**src/trle_pkg.sv**
```systemverilog
`timescale 1ns / 1ps
// ----------------------------------------------------------------------------
// trle_pkg
// Shared types and constants of the run-length coded pixel decoder.
// ----------------------------------------------------------------------------
package trle_pkg;

    localparam int BYTE_W   = 8;
    localparam int COUNT_W  = 32;
    localparam int PPL_W    = 8;
    localparam int CFG_IDX_W = 1;

    // register indexes of the configuration port
    localparam logic [CFG_IDX_W-1:0] CFG_FOUR_BYTE   = 1'd0;
    localparam logic [CFG_IDX_W-1:0] CFG_PIXEL_TOTAL = 1'd1;

    localparam logic [BYTE_W-1:0] HDR_COUNT_MASK = 8'h7f;
    localparam logic [BYTE_W-1:0] HDR_RUN_MASK   = 8'h80;
    localparam logic [BYTE_W-1:0] ALPHA_OPAQUE   = 8'hff;

    localparam int RES_DATA_W = 5 * BYTE_W;

    typedef struct packed {
        logic              overrun;
        logic              last_pixel;
        logic [BYTE_W-1:0] repeat_res;
        logic [BYTE_W-1:0] alpha;
        logic [BYTE_W-1:0] red;
        logic [BYTE_W-1:0] green;
        logic [BYTE_W-1:0] blue;
    } t_pixel_res;

endpackage

```
**src/trle_core.sv**
```systemverilog
`timescale 1ns / 1ps
// ----------------------------------------------------------------------------
// trle_core
// Packet state, pixel assembly and image counting; one byte per advance.
// ----------------------------------------------------------------------------
module trle_core (
    input  logic                          i_clk,
    input  logic                          i_rst_n,
    input  logic                          i_advance,
    input  logic [trle_pkg::BYTE_W-1:0]   i_byte,
    input  logic                          i_cfg_we,
    input  logic [trle_pkg::CFG_IDX_W-1:0] i_cfg_index,
    input  logic [trle_pkg::COUNT_W-1:0]  i_cfg_data,
    output logic                          o_res_valid,
    output trle_pkg::t_pixel_res          o_res
);
    import trle_pkg::*;

    logic               r_four_byte;
    logic [COUNT_W-1:0] r_pixel_total;

    logic               r_in_body, n_in_body;
    logic               r_run, n_run;
    logic [PPL_W-1:0]   r_ppl, n_ppl;
    logic [1:0]         r_bpos, n_bpos;
    logic [23:0]        r_partial, n_partial;
    logic [COUNT_W-1:0] r_ipl, n_ipl;
    logic               r_discard, n_discard;

    logic [1:0]         lastpos;
    logic [COUNT_W-1:0] ppl_wide;
    logic [PPL_W-1:0]   ppl_dec;
    logic [COUNT_W-1:0] ipl_dec;
    logic [PPL_W-1:0]   run_rep;

    always_ff @(posedge i_clk) begin
        if (!i_rst_n) begin
            r_four_byte   <= 1'b1;
            r_pixel_total <= COUNT_W'(1);
        end else if (i_cfg_we) begin
            unique case (i_cfg_index)
                CFG_FOUR_BYTE:   r_four_byte   <= i_cfg_data[0];
                CFG_PIXEL_TOTAL: r_pixel_total <= i_cfg_data;
                default: ;
            endcase
        end
    end

    assign lastpos  = r_four_byte ? 2'd3 : 2'd2;
    assign ppl_wide = {{(COUNT_W-PPL_W){1'b0}}, r_ppl};
    assign ppl_dec  = (r_ppl != '0) ? r_ppl - 1'b1 : r_ppl;
    assign ipl_dec  = (r_ipl != '0) ? r_ipl - 1'b1 : r_ipl;
    assign run_rep  = (ppl_wide < r_ipl) ? r_ppl : r_ipl[PPL_W-1:0];

    always_comb begin
        n_in_body  = r_in_body;
        n_run      = r_run;
        n_ppl      = r_ppl;
        n_bpos     = r_bpos;
        n_partial  = r_partial;
        n_ipl      = r_ipl;
        n_discard  = r_discard;
        o_res_valid = 1'b0;
        o_res.blue  = r_partial[7:0];
        o_res.green = r_partial[15:8];
        o_res.red   = (r_bpos == 2'd2) ? i_byte : r_partial[23:16];
        o_res.alpha = (r_bpos == 2'd2) ? ALPHA_OPAQUE : i_byte;
        o_res.repeat_res = 8'd1;
        o_res.last_pixel = 1'b0;
        o_res.overrun    = 1'b0;

        if (!r_in_body) begin
            // header byte; an empty image counter starts a new image
            if (r_ipl == '0) begin
                n_ipl = (r_pixel_total == '0) ? COUNT_W'(1) : r_pixel_total;
            end
            n_ppl     = (i_byte & HDR_COUNT_MASK) + 1'b1;
            n_run     = (i_byte & HDR_RUN_MASK) != '0;
            n_bpos    = 2'd0;
            n_partial = '0;
            n_discard = 1'b0;
            n_in_body = 1'b1;
        end else if (r_bpos < lastpos) begin
            case (r_bpos)
                2'd0:    n_partial[7:0]   = i_byte;
                2'd1:    n_partial[15:8]  = i_byte;
                default: n_partial[23:16] = i_byte;
            endcase
            n_bpos = r_bpos + 1'b1;
        end else begin
            n_bpos    = 2'd0;
            n_partial = '0;
            if (r_discard) begin
                // drop the leftover pixels of a raw packet past image end
                n_ppl = ppl_dec;
                if (ppl_dec == '0) begin
                    n_discard = 1'b0;
                    n_in_body = 1'b0;
                end
            end else if (r_run) begin
                o_res_valid      = 1'b1;
                o_res.repeat_res = run_rep;
                o_res.overrun    = ppl_wide > r_ipl;
                n_ipl            = r_ipl - {{(COUNT_W-PPL_W){1'b0}}, run_rep};
                o_res.last_pixel = n_ipl == '0;
                n_ppl            = '0;
                n_in_body        = 1'b0;
            end else begin
                o_res_valid      = 1'b1;
                n_ppl            = ppl_dec;
                n_ipl            = ipl_dec;
                o_res.last_pixel = ipl_dec == '0;
                o_res.overrun    = (ipl_dec == '0) && (ppl_dec != '0);
                if (ppl_dec == '0) begin
                    n_in_body = 1'b0;
                end else if (ipl_dec == '0) begin
                    n_discard = 1'b1;
                end
            end
        end
    end

    always_ff @(posedge i_clk) begin
        if (!i_rst_n) begin
            r_in_body <= 1'b0;
            r_run     <= 1'b0;
            r_ppl     <= '0;
            r_bpos    <= 2'd0;
            r_partial <= '0;
            r_ipl     <= '0;
            r_discard <= 1'b0;
        end else if (i_advance) begin
            r_in_body <= n_in_body;
            r_run     <= n_run;
            r_ppl     <= n_ppl;
            r_bpos    <= n_bpos;
            r_partial <= n_partial;
            r_ipl     <= n_ipl;
            r_discard <= n_discard;
        end
    end

endmodule

```
**src/trle_out_buf.sv**
```systemverilog
`timescale 1ns / 1ps
// ----------------------------------------------------------------------------
// trle_out_buf
// Two-entry result buffer; decouples the decoder from output stalls.
// ----------------------------------------------------------------------------
module trle_out_buf (
    input  logic                 i_clk,
    input  logic                 i_rst_n,
    input  logic                 i_push,
    input  trle_pkg::t_pixel_res i_res,
    output logic                 o_space,
    output logic                 o_valid,
    input  logic                 i_pop,
    output trle_pkg::t_pixel_res o_res
);
    import trle_pkg::*;

    t_pixel_res r_slot [2];
    logic       r_wr_ptr;
    logic       r_rd_ptr;
    logic [1:0] r_count;
    logic       pop_ok;

    assign o_space = r_count != 2'd2;
    assign o_valid = r_count != 2'd0;
    assign o_res   = r_slot[r_rd_ptr];
    assign pop_ok  = i_pop && o_valid;

    always_ff @(posedge i_clk) begin
        if (i_push) begin
            r_slot[r_wr_ptr] <= i_res;
        end
    end

    always_ff @(posedge i_clk) begin
        if (!i_rst_n) begin
            r_wr_ptr <= 1'b0;
            r_rd_ptr <= 1'b0;
            r_count  <= 2'd0;
        end else begin
            if (i_push) begin
                r_wr_ptr <= ~r_wr_ptr;
            end
            if (pop_ok) begin
                r_rd_ptr <= ~r_rd_ptr;
            end
            case ({i_push, pop_ok})
                2'b10:   r_count <= r_count + 2'd1;
                2'b01:   r_count <= r_count - 2'd1;
                default: r_count <= r_count;
            endcase
        end
    end

endmodule

```
**src/tga_rle_pixel_decoder.sv**
```systemverilog
`timescale 1ns / 1ps
// ----------------------------------------------------------------------------
// tga_rle_pixel_decoder
// Decodes run-length coded true-colour image bytes into pixels with repeats.
// ----------------------------------------------------------------------------
// Usage:
//   Slave stream: one coded byte per item in s_axis_tdata. Master stream: one
//   pixel per item with its repeat count; tlast marks the pixel that ends the
//   image and tuser flags a packet that asked for more pixels than remained.
//   Headers and colour bytes that do not complete a pixel give no result.
//   Configuration: write register 0 (four-byte pixels) or 1 (pixel total)
//   through i_cfg_valid / i_cfg_index / i_cfg_data while the stream is idle;
//   o_cfg_ready is always high.
//   Latency: a completing byte passes through the input register, then is
//   decoded into the result buffer, where it shows as a result.
//   Throughput: one byte per cycle, held only by the two-entry result
//   buffer filling up when the receiver stalls; s_axis_tready then drops
//   while a byte waits in the input register, and nothing is lost.
//   Reset: empties both registers, returns to header state with no image
//   in progress, and sets 32-bit pixels and a pixel total of one.
// ----------------------------------------------------------------------------
module tga_rle_pixel_decoder (
    input  logic                              i_clk,
    input  logic                              i_rst_n,
    input  logic                              s_axis_tvalid,
    output logic                              s_axis_tready,
    input  logic [7:0]                        s_axis_tdata,  // data_byte
    output logic                              m_axis_tvalid,
    input  logic                              m_axis_tready,
    // blue [7:0], green [15:8], red [23:16], alpha [31:24], repeat_res [39:32]
    output logic [trle_pkg::RES_DATA_W-1:0]   m_axis_tdata,
    output logic                              m_axis_tlast,  // last_pixel
    output logic                              m_axis_tuser,  // overrun
    input  logic                              i_cfg_valid,
    output logic                              o_cfg_ready,
    input  logic [trle_pkg::CFG_IDX_W-1:0]    i_cfg_index,
    input  logic [trle_pkg::COUNT_W-1:0]      i_cfg_data
);
    import trle_pkg::*;

    logic              r_in_valid;
    logic [BYTE_W-1:0] r_in_byte;
    logic              advance;
    logic              buf_space;
    logic              res_valid;
    t_pixel_res        res;
    t_pixel_res        out_res;

    assign advance       = r_in_valid && buf_space;
    assign s_axis_tready = !r_in_valid || buf_space;
    assign o_cfg_ready   = 1'b1;

    always_ff @(posedge i_clk) begin
        if (!i_rst_n) begin
            r_in_valid <= 1'b0;
        end else if (s_axis_tready) begin
            r_in_valid <= s_axis_tvalid;
        end
    end

    always_ff @(posedge i_clk) begin
        if (s_axis_tready && s_axis_tvalid) begin
            r_in_byte <= s_axis_tdata;
        end
    end

    trle_core u_core (
        .i_clk       (i_clk),
        .i_rst_n     (i_rst_n),
        .i_advance   (advance),
        .i_byte      (r_in_byte),
        .i_cfg_we    (i_cfg_valid),
        .i_cfg_index (i_cfg_index),
        .i_cfg_data  (i_cfg_data),
        .o_res_valid (res_valid),
        .o_res       (res)
    );

    trle_out_buf u_out_buf (
        .i_clk   (i_clk),
        .i_rst_n (i_rst_n),
        .i_push  (advance && res_valid),
        .i_res   (res),
        .o_space (buf_space),
        .o_valid (m_axis_tvalid),
        .i_pop   (m_axis_tready),
        .o_res   (out_res)
    );

    assign m_axis_tdata = {out_res.repeat_res, out_res.alpha, out_res.red,
                           out_res.green, out_res.blue};
    assign m_axis_tlast = out_res.last_pixel;
    assign m_axis_tuser = out_res.overrun;

endmodule

```
**config.mk**
```make
export PLATFORM = sky130hd
export DESIGN_NAME = tga_rle_pixel_decoder
export DESIGN_NICKNAME = d
export VERILOG_FILES = /design/src/trle_pkg.sv /design/src/trle_core.sv /design/src/trle_out_buf.sv /design/src/tga_rle_pixel_decoder.sv
export SDC_FILE = /design/constraint.sdc
export NUM_CORES = 1
export LEC_CHECK = 0
export ABC_CLOCK_PERIOD_IN_PS = 10550
export BUFFER_PORTS_ARGS = -buffer_cell sky130_fd_sc_hd__buf_2
export CORE_ASPECT_RATIO = 1.25
export CORE_MARGIN = 1
export CORE_UTILIZATION = 50
export DETAILED_ROUTE_END_ITERATION = 10
export HOLD_SLACK_MARGIN = 0.15
export PLACE_DENSITY = 0.79
export SETUP_SLACK_MARGIN = 0.4
export SLEW_MARGIN = 5
export SYNTH_ARGS = -nofsm -noshare
export SYNTH_HDL_FRONTEND = slang
export SYNTH_SLANG_ARGS = --single-unit
export TNS_END_PERCENT = 5
```
**constraint.sdc**
```tcl
create_clock -name i_clk -period 10.55 [get_ports i_clk]
set_input_delay 3.165 -clock i_clk [delete_from_list [all_inputs] [get_ports i_clk]]
set_output_delay 3.165 -clock i_clk [all_outputs]
set_load 0.02 [all_outputs]
```
==> results of run 1 <==
==> synthesized netlist by cell type, drive strengths merged (9+ instances only) <==
| cell type | number |
|---|---|
| or2 | 10 |
| a21oi | 88 |
| nor2 | 96 |
| dfxtp | 108 |
| nand3 | 32 |
| ha | 25 |
| edfxtp | 92 |
| a22oi | 23 |
| buf | 14 |
| inv | 23 |
| a211oi | 12 |
| a21o | 9 |
| nor3 | 28 |
| o21ai | 53 |
| mux2 | 51 |
| nand4 | 16 |
| clkbuf | 67 |
| nand2 | 124 |
| nand2b | 12 |
| or4 | 10 |
| xnor2 | 15 |
| mux2i | 13 |
| or3 | 9 |
| nor4 | 28 |
| and2 | 9 |
==> sequential cells by signal, summed over array words and instances, names as in the netlist, 2 cells and up, named ones only <==
register              cells
u_core.r_pixel_total     32
u_out_buf.r_slot         84
u_out_buf.r_count         2
u_core.r_bpos             2
u_core.r_partial         24
u_core.r_ipl             32
r_in_byte                 8
u_core.r_ppl              8
==> cell usage in the layout, fill, tap and decap left out, types with 22 or more instances in the layout <==
cell type	count
sky130_fd_sc_hd__a21oi_1	87
sky130_fd_sc_hd__a22oi_1	23
sky130_fd_sc_hd__buf_2	89
sky130_fd_sc_hd__dfxtp_1	106
sky130_fd_sc_hd__edfxtp_1	92
sky130_fd_sc_hd__ha_1	25
sky130_fd_sc_hd__inv_1	22
sky130_fd_sc_hd__mux2_2	51
sky130_fd_sc_hd__nand2_1	122
sky130_fd_sc_hd__nand3_1	31
sky130_fd_sc_hd__nor2_1	95
sky130_fd_sc_hd__nor3_1	26
sky130_fd_sc_hd__o21ai_0	47
==> power groups by stage <==
stage | logic [mW] | registers (mW) | clock network (mW)
after floorplan | 0.703 | 0.872 | 0
after global placement | 0.857 | 0.907 | 0
after detailed placement | 0.859 | 0.908 | 0
after CTS | 0.863 | 0.890 | 0.711
after global routing | 0.957 | 0.896 | 0.741
final | 0.874 | 0.892 | 0.703
==> layer usage <==
layer | up-vias | share of wire, %
met5 | - | 0
li1 | 4035 | -
met2 | 307 | 51
met4 | 0 | 3.8
met1 | 4077 | 41
met3 | 74 | 4.4
==> path summary, 6_finish.rpt <==
| check | startpoint | to | slack [ps] | cells after the start |
|---|---|---|---|---|
| worst min-delay path | u_core.r_partial[16] | u_core.r_partial[16] | 450 | 2 |
| worst min register to register | u_core.r_partial[16] | u_core.r_partial[16] | 450 | 2 |
| worst max register to register | u_core.r_ipl[1] | u_core.r_ipl[22] | 4780 | 20 |
| worst max-delay path | u_core.r_ipl[1] | u_core.r_ipl[22] | 4780 | 20 |
==> layout make-up <==
cell class | count | area, µm²
multi-input cells | 773 | 4970
well taps | 270 | 338
fillers | 1756 | 8760
flip-flops and latches | 200 | 4930
inverters | 23 | 86.3
clock buffers | 17 | 425
clock inverters | 15 | 219
repair buffers | 98 | 513
==> cells by family after synthesis <==
kind of cell             synth area share (%)
AO/OA/AOI/OAI                            16.6
XOR/XNOR                                 1.94
adder cells (fa/ha/maj)                  3.21
buffers and inverters                    4.72
flip-flops                               47.4
multiplexers                             6.79
other                                  0.0361
AND/OR/NAND/NOR                          19.3
==> worst reg2reg max path, stage by stage, from the launching register on <==
cell and delay (ps):
sky130_fd_sc_hd__dfxtp_1 490, sky130_fd_sc_hd__inv_1 150, sky130_fd_sc_hd__ha_1 310, sky130_fd_sc_hd__nor2b_1 120, sky130_fd_sc_hd__o21a_1 120, sky130_fd_sc_hd__o21a_1 100
sky130_fd_sc_hd__o21a_1 100, sky130_fd_sc_hd__o21bai_1 90, sky130_fd_sc_hd__a2111oi_4 790, sky130_fd_sc_hd__mux2i_1 290, sky130_fd_sc_hd__ha_1 200, sky130_fd_sc_hd__inv_1 60
sky130_fd_sc_hd__fa_1 410, sky130_fd_sc_hd__a21oi_1 190, sky130_fd_sc_hd__o21ai_0 150, sky130_fd_sc_hd__a2111oi_0 670, sky130_fd_sc_hd__o21ai_0 260, sky130_fd_sc_hd__a21oi_2 440
sky130_fd_sc_hd__nand2_2 150, sky130_fd_sc_hd__or4_1 420, sky130_fd_sc_hd__a31oi_1 170
==> metrics by stage <==
stage / utilization [%] / setup slack, ps
floorplan: - / 5720
global placement: 53.5 / 4960
global route: 56.7 / 4370
CTS: 56.7 / 4850
detailed placement: 53.5 / 4880
finish: 56.7 / 4780
==> impl_summary.md, run 1 <==
Place
After detailed placement, the design holds a cell count of 1,364. The congestion estimate from routability-driven global placement came to 1.01. The standard cell area after detailed placement is 0.0108 mm². The detailed-placement wirelength estimate is 18,300 µm. Buffers placed on the I/O ports in this run total 89.

Timing
Between clock sinks in the finished design, the worst skew comes to 12.1 ps. Setup repair after global routing left no endpoint under its margin. Measured against its own limit, the worst slew margin works out to 29.6%. Based on the critical path, the design can be clocked at up to 173 MHz.

The count of endpoints failing setup in the final report is 0. The worst-case hold slack is 454 ps. The setup TNS is 0 ps. In the finished design, the share of the clock period the worst path needs comes to 54.7%. The final-report hold violation count is 0.

The final period demand of the worst path is 5770 ps. The max-slew violation count is 0. At the pin with the least slew margin, the transition time is 1050 ps.

Detailed routing
In the final routed layout, each cell accounts on average for 18.5 µm. The number of iterations in the first detailed-routing pass is 5. The detailed-route via count is 8,493. The DRC violation total after the first TritonRoute iteration is 662. The final layout contains routed wiring with a total length of 25,900 µm.

The via density per instance is 6.08. The DRC violation count after routing is 0. In this run the remaining antenna-violating nets after routing total 0.

Global routing
The via count of the first global-routing pass is 7,940. Global routing consumed, over all layers together, 25.2% of the routing resources. The global routing met1 resource utilization is 30.1%. In the global route stage, met3 resource usage came out at 3.77%. The peak-usage layer in the global routing report is met2. For this run the aggregate overflow at the end of global routing stands at 0. The number of antenna violations at the first check in global routing is 0. The met2 demand-to-capacity share in global routing is 44.0%. The global-route wire length before repair is 41,100 µm. Entering global routing, the biggest net connects 71 pins.

Clocking
In this run the post-CTS setup repair buffer count came out at 0. The count of cells resized by post-cts repair is 0. TritonCTS built the clock tree.

The tree is rooted in a sky130_fd_sc_hd__clkbuf_16. The H-tree level count is 4. The source-to-sink clock delay at the later pin of the worst-skew pair is 450 ps. The clock passes through at most 2 buffers. The clock-pin slew on the worst setup and hold paths is 80 ps. Counting the buffers created by CTS gives 17.

The number of buffers added to fix hold violations after cts is 0. The clock net in this run drives a total of 200 sinks.

Power and ir drop
The total chip power is 2.47 mW. The share of total power dissipated in sequential elements is 36.1%. The switching power total is 0.957 mW.

IR analysis of the VDD net gives a maximum drop of 0.147 mV. For this design the static power due to leakage is 4.23 nW. The power per cell area is 215 mW/mm². The cell-internal power is 1.51 mW. The switching share of total power is 38.8%. The fraction of power consumed by the clock network is 28.5%. The relative contribution of combinational cells to total power is 35.4%.

Setup path
The number of buffers and inverters on the critical path is 2. The kind of critical path is reg -> reg. Traced cell by cell, the critical path runs through inv_1 -> ha_1 -> nor2b_1 -> o21a_1 -> o21a_1 -> o21a_1 -> o21bai_1 -> a2111oi_4 -> mux2i_1 -> ha_1 -> inv_1 -> fa_1 -> a21oi_1 -> o21ai_0 -> a2111oi_0 -> o21ai_0 -> a21oi_2 -> nand2_2 -> or4_1 -> a31oi_1. Counting stages on the worst path, the most repeated cell is sky130_fd_sc_hd__o21a_1. Broken down by cell family, the worst path's largest delay share belongs to compound AO/OA/AOI/OAI gates. In this run the worst path has a maximum fanout of 9. For this run, the slowest stage of the critical path takes 790 ps.

The worst path required time is 10,920 ps. At the worst endpoint, the arrival time is 6140 ps. The worst setup path is launched from a flop. The endpoint type of the worst setup path is a flop. The slowest stage of the critical path is the sky130_fd_sc_hd__a2111oi_4 cell.

Logic synthesis
In this run, distinct cell masters in the synthesized netlist total 81. The top flip-flop cell by instance count after synthesis is sky130_fd_sc_hd__dfxtp_1. The synthesized design contains 200 register bits.

The proportion of synthesized flip-flops having asynchronous set or reset is 0%. By area the synthesized netlist is led by sky130_fd_sc_hd__edfxtp_1 (27%), sky130_fd_sc_hd__dfxtp_1 (21%), sky130_fd_sc_hd__mux2_2 (5.5%). The cell type with the highest aggregate area in the netlist is sky130_fd_sc_hd__edfxtp_1. The instance count of the mapped netlist is 1,077. The number of enable flip-flop cells after synthesis is 92. The synthesized design devotes to its leading area cell type 26.6% of total area. Yosys printed 0 warnings. The number of nets in the synthesized netlist is 1,149. The post-synthesis instance area is 0.0104 mm². In this run the mean area of a mapped cell was 9.64 µm². Summing the sequential cell areas from Yosys gives 47.4% of the chip area.

Min path
The class of the worst hold path is reg -> reg.

Final layout
From synthesis to final layout, the design area changed by 10.6%. With fillers left out, the area of the finished cells amounts to 0.0115 mm². The final net count is 1,185.

The layout cell share with drive strength beyond 1 is 20.6%. Leaving out filler cells and counting taps, the final layout contains 1,396. The antenna diode count is 0.

Floorplanning
The placeable core area is 0.0202 mm². Once the floorplan was initialized, standard cells occupied 51.3% of the core. Measured along the y axis, the die boundary spans 163 µm. The full die area is 0.0213 mm². The floorplan step set the die width to 131 µm.

The number of core rows is 58. The I/O pin count is 91.

Outcome
The flow ran to the end, and the final reports show no timing, DRC or antenna violations.

Run
The max-capacitance violation count is 0.
(Power assumes the default switching activity.)
==> run 2, diff against run 1 <==
--- a/config.mk
+++ b/config.mk
@@ -5,14 +5,14 @@
 export SDC_FILE = /design/constraint.sdc
 export NUM_CORES = 1
 export LEC_CHECK = 0
-export ABC_CLOCK_PERIOD_IN_PS = 10550
+export ABC_CLOCK_PERIOD_IN_PS = 4800
 export BUFFER_PORTS_ARGS = -buffer_cell sky130_fd_sc_hd__buf_2
 export CORE_ASPECT_RATIO = 1.25
 export CORE_MARGIN = 1
 export CORE_UTILIZATION = 50
 export DETAILED_ROUTE_END_ITERATION = 10
 export HOLD_SLACK_MARGIN = 0.15
-export PLACE_DENSITY = 0.79
+export PLACE_DENSITY = 0.81
 export SETUP_SLACK_MARGIN = 0.4
 export SLEW_MARGIN = 5
 export SYNTH_ARGS = -nofsm -noshare
==> constraint.sdc (replaced) <==
create_clock -name i_clk -period 4.8 [get_ports i_clk]
set_input_delay 1.44 -clock i_clk [delete_from_list [all_inputs] [get_ports i_clk]]
set_output_delay 1.44 -clock i_clk [all_outputs]
set_load 0.02 [all_outputs]
==> run 2 against run 1 <==
Compared with the run above:
- routed wire length increased by 6.5%
- total power increased by 130%
- critical path depth unchanged
- clock power increased by 120%
- cell count increased by 2.3%
- via count increased by 2.6%
- first-iteration DRC count increased by 15%
- maximum frequency increased by 28%
- critical path type unchanged
- critical endpoint unchanged
==> impl_summary.md, run 2 (synthesized netlist as in run 1, its figures left out) <==
Outcome
Outcome: finished, final reports clean (unchanged).

Timing
The setup TNS is 0 ps (unchanged). RSZ-0062 raised after global routing: true (was false). The final-report hold violation count was 0 (unchanged).

The largest clock skew in the final design is 15.1 ps (was 12.1 ps). The slew at the pin closest to its max-slew limit came to 1030 ps (was 1050 ps). The worst max-slew margin expressed relative to the limit came to 31.6% (was 29.6%). The final cycle utilization of the critical path is 93.6% (was 54.7%). The count of endpoints failing setup in the final report is 0 (unchanged).

The fmax is 223 MHz (was 173 MHz). The final period demand of the worst path was 4490 ps (was 5770 ps). The max-slew violation count is 0 (unchanged).

The slack of the critical path came to 306 ps (was 4780 ps).

Setup path
The kind of critical path is reg -> reg (unchanged). The worst path required time is 5170 ps (was 10,920 ps). The type of element launching the critical path is a flop (unchanged).

The arrival time of the worst setup path is 4870 ps (was 6140 ps). The maximum cell stage delay along the critical path is 480 ps (was 790 ps). The cell with the biggest individual delay on the critical path is sky130_fd_sc_hd__or4_1 (was sky130_fd_sc_hd__a2111oi_4). Critical path, cell by cell: inv_2 -> ha_4 -> nor2b_2 -> o21a_1 -> o21a_1 -> o21a_1 -> o21bai_1 -> a2111oi_4 -> mux2i_1 -> ha_2 -> inv_1 -> fa_2 -> a21oi_4 -> o21ai_4 -> a2111oi_4 -> o21ai_2 -> a21oi_2 -> nand2_2 -> or4_1 -> a31oi_1 (was inv_1 -> ha_1 -> nor2b_1 -> o21a_1 -> o21a_1 -> o21a_1 -> o21bai_1 -> a2111oi_4 -> mux2i_1 -> ha_1 -> inv_1 -> fa_1 -> a21oi_1 -> o21ai_0 -> a2111oi_0 -> o21ai_0 -> a21oi_2 -> nand2_2 -> or4_1 -> a31oi_1). The endpoint type of the worst setup path is a flop (unchanged).

The most used cell along the critical path is sky130_fd_sc_hd__o21a_1 (unchanged). The maximum fanout along the worst path is 5 (was 9). The count of buffering cells on the critical path with inverters included is 2 (unchanged). The register-to-register path setup slack is 310 ps (was 4780 ps).

The family with the most delay on the worst path is compound AO/OA/AOI/OAI gates (unchanged).

Floorplanning
The full die area is 0.0213 mm² (unchanged). The horizontal die dimension is 131 µm (unchanged). The initial standard-cell utilization of the core was 51.3% (unchanged). The number of core rows is 58 (unchanged). The I/O pin count is 91 (unchanged). The placeable core area came to 0.0202 mm² (unchanged). The vertical die dimension is 163 µm (unchanged).

Clocking
The TritonCTS clock tree is yes (unchanged). The total clock buffers created by CTS is 17 (unchanged). The CTS root buffer is sky130_fd_sc_hd__clkbuf_16 (unchanged). The clock-pin slew on the worst setup and hold paths is 90 ps (was 80 ps). The CTS sink count is 200 (unchanged). The source-to-sink clock delay at the later pin of the worst-skew pair is 460 ps (was 450 ps). The number of buffers on the longest clock path is 2 (unchanged). The H-tree level count came to 4 (unchanged).

Run
The max-capacitance violation count came to 0 (unchanged).

Place
The detailed-placement wirelength estimate is 19,300 µm (was 18,300 µm). The number of buffers inserted by port buffering is 89 (unchanged). The standard cell area after detailed placement is 0.0111 mm² (was 0.0108 mm²). The placer congestion estimate was 0.968 (was 1.01). The worst setup slack before clock tree synthesis was 215 ps (was 4880 ps).

Detailed routing
The wire length per cell after detailed routing is 19.3 µm (was 18.5 µm). The via density per instance came to 6.10 (was 6.08). The DRC violation total after the first TritonRoute iteration is 759 (was 662).

The total routed wirelength came to 27,600 µm (was 25,900 µm). The number of iterations in the first detailed-routing pass came to 6 (was 5). The detailed-route via count is 8,717 (was 8,493). The post-route antenna net violation count is 0 (unchanged).

The DRC violation count after routing is 0 (unchanged).

Power and ir drop
The static leakage power is 4.42 nW (was 4.23 nW). The peak ir drop on the vdd network was 0.301 mV (was 0.147 mV). The power per cell area is 478 mW/mm² (was 215 mW/mm²).

Final layout
Most used cells in the layout excluding fill and tap cells: sky130_fd_sc_hd__nand2_1 (122), sky130_fd_sc_hd__dfxtp_1 (101), sky130_fd_sc_hd__nor2_1 (95) (was sky130_fd_sc_hd__nand2_1 (122), sky130_fd_sc_hd__dfxtp_1 (106), sky130_fd_sc_hd__nor2_1 (95)). The antenna diode count was 0 (unchanged). The final core area utilization came to 58.6% (was 56.7%). The total non-filler cell area in the finished layout is 0.0119 mm² (was 0.0115 mm²).

The register with the most flip-flops is u_out_buf.r_slot (unchanged). The number of flip-flops in the largest register was 84 (unchanged). The layout cell share with drive strength beyond 1 came to 24.8% (was 20.6%).

The final net count was 1,217 (was 1,185). The total of fill cells in the finished design is 1,701 (was 1,756). The post-synthesis to final-layout area growth was 14.2% (was 10.6%). Largest registers: u_out_buf.r_slot: 84 flops, u_core.r_ipl: 32 flops, u_core.r_pixel_total: 32 flops (unchanged). The most common library cell in the layout ignoring fill and taps is sky130_fd_sc_hd__nand2_1 (unchanged).

Global routing
The number of antenna violations at the first check in global routing came to 0 (unchanged). The maximum number of pins on one net before global-route repair is 71 (unchanged). The global-route usage over all layers was 26.4% (was 25.2%). The residual overflow from global routing was 0 (unchanged). The via count of the first global-routing pass was 8,201 (was 7,940). The global-route wire length before repair came to 42,900 µm (was 41,100 µm).

Min path
The class of the worst hold path is reg -> reg (unchanged).
[run 2: path summary, 6_finish.rpt]
kind / from / endpoint / depth (start not counted)
worst max-delay path: u_core.r_ipl[1] / u_core.r_ipl[22] / 20
worst max register to register: u_core.r_ipl[1] / u_core.r_ipl[22] / 20
worst min-delay path: u_core.r_partial[16] / u_core.r_partial[16] / 2
worst min register to register: u_core.r_partial[16] / u_core.r_partial[16] / 2
[run 2: what timing repair did]
action                     in CTS  in global routing
pin swaps                       2                 10
hold buffers                    0                  0
resized for setup               5                 15
setup buffers                   1                  4
setup endpoints to repair      21                 26
[run 2: through the flow]
step / cells / hold WS (ps) / total power [mW]
CTS: 1424 / 453 / 5.59
finish: 1428 / 453 / 5.66
detailed placement: 1391 / 441 / 4.01
floorplan: 1077 / 426 / 3.48
global route: 1428 / 479 / 5.93
global placement: 1391 / 432 / 4.01
[run 2: power breakdown]
group | leakage, nW | internal [mW] | switching (mW) | total (mW)
clock network | 0.312 | 0.742 | 0.805 | 1.55
logic | 2.34 | 0.852 | 1.34 | 2.19
registers | 1.77 | 1.83 | 0.0917 | 1.92
total | 4.42 | 3.43 | 2.24 | 5.66
[run 2: per-layer routing]
metal | GRT usage (%) | part of all wire (%)
met4 | 15.2 | 4.9
met5 | 0 | 0
met3 | 4.03 | 4.9
met1 | 31.0 | 40
met2 | 45.5 | 50
[run 2: cell type report]
| class | instances | area (µm²) | share of cell area [%] |
|---|---|---|---|
| multi-input cells | 773 | 5090 | 42.9 |
| flip-flops and latches | 200 | 4940 | 41.7 |
| repair buffers | 130 | 753 | 6.35 |
| clock buffers | 17 | 425 | 3.59 |
| well taps | 270 | 338 | 2.85 |
| clock inverters | 15 | 223 | 1.88 |
| inverters | 23 | 90.1 | 0.760 |
[run 2: worst min-delay path, cell delays in order (launching register included)]
cell and delay (ps):
sky130_fd_sc_hd__dfxtp_1 310, sky130_fd_sc_hd__nand2_1 50, sky130_fd_sc_hd__a21oi_1 50
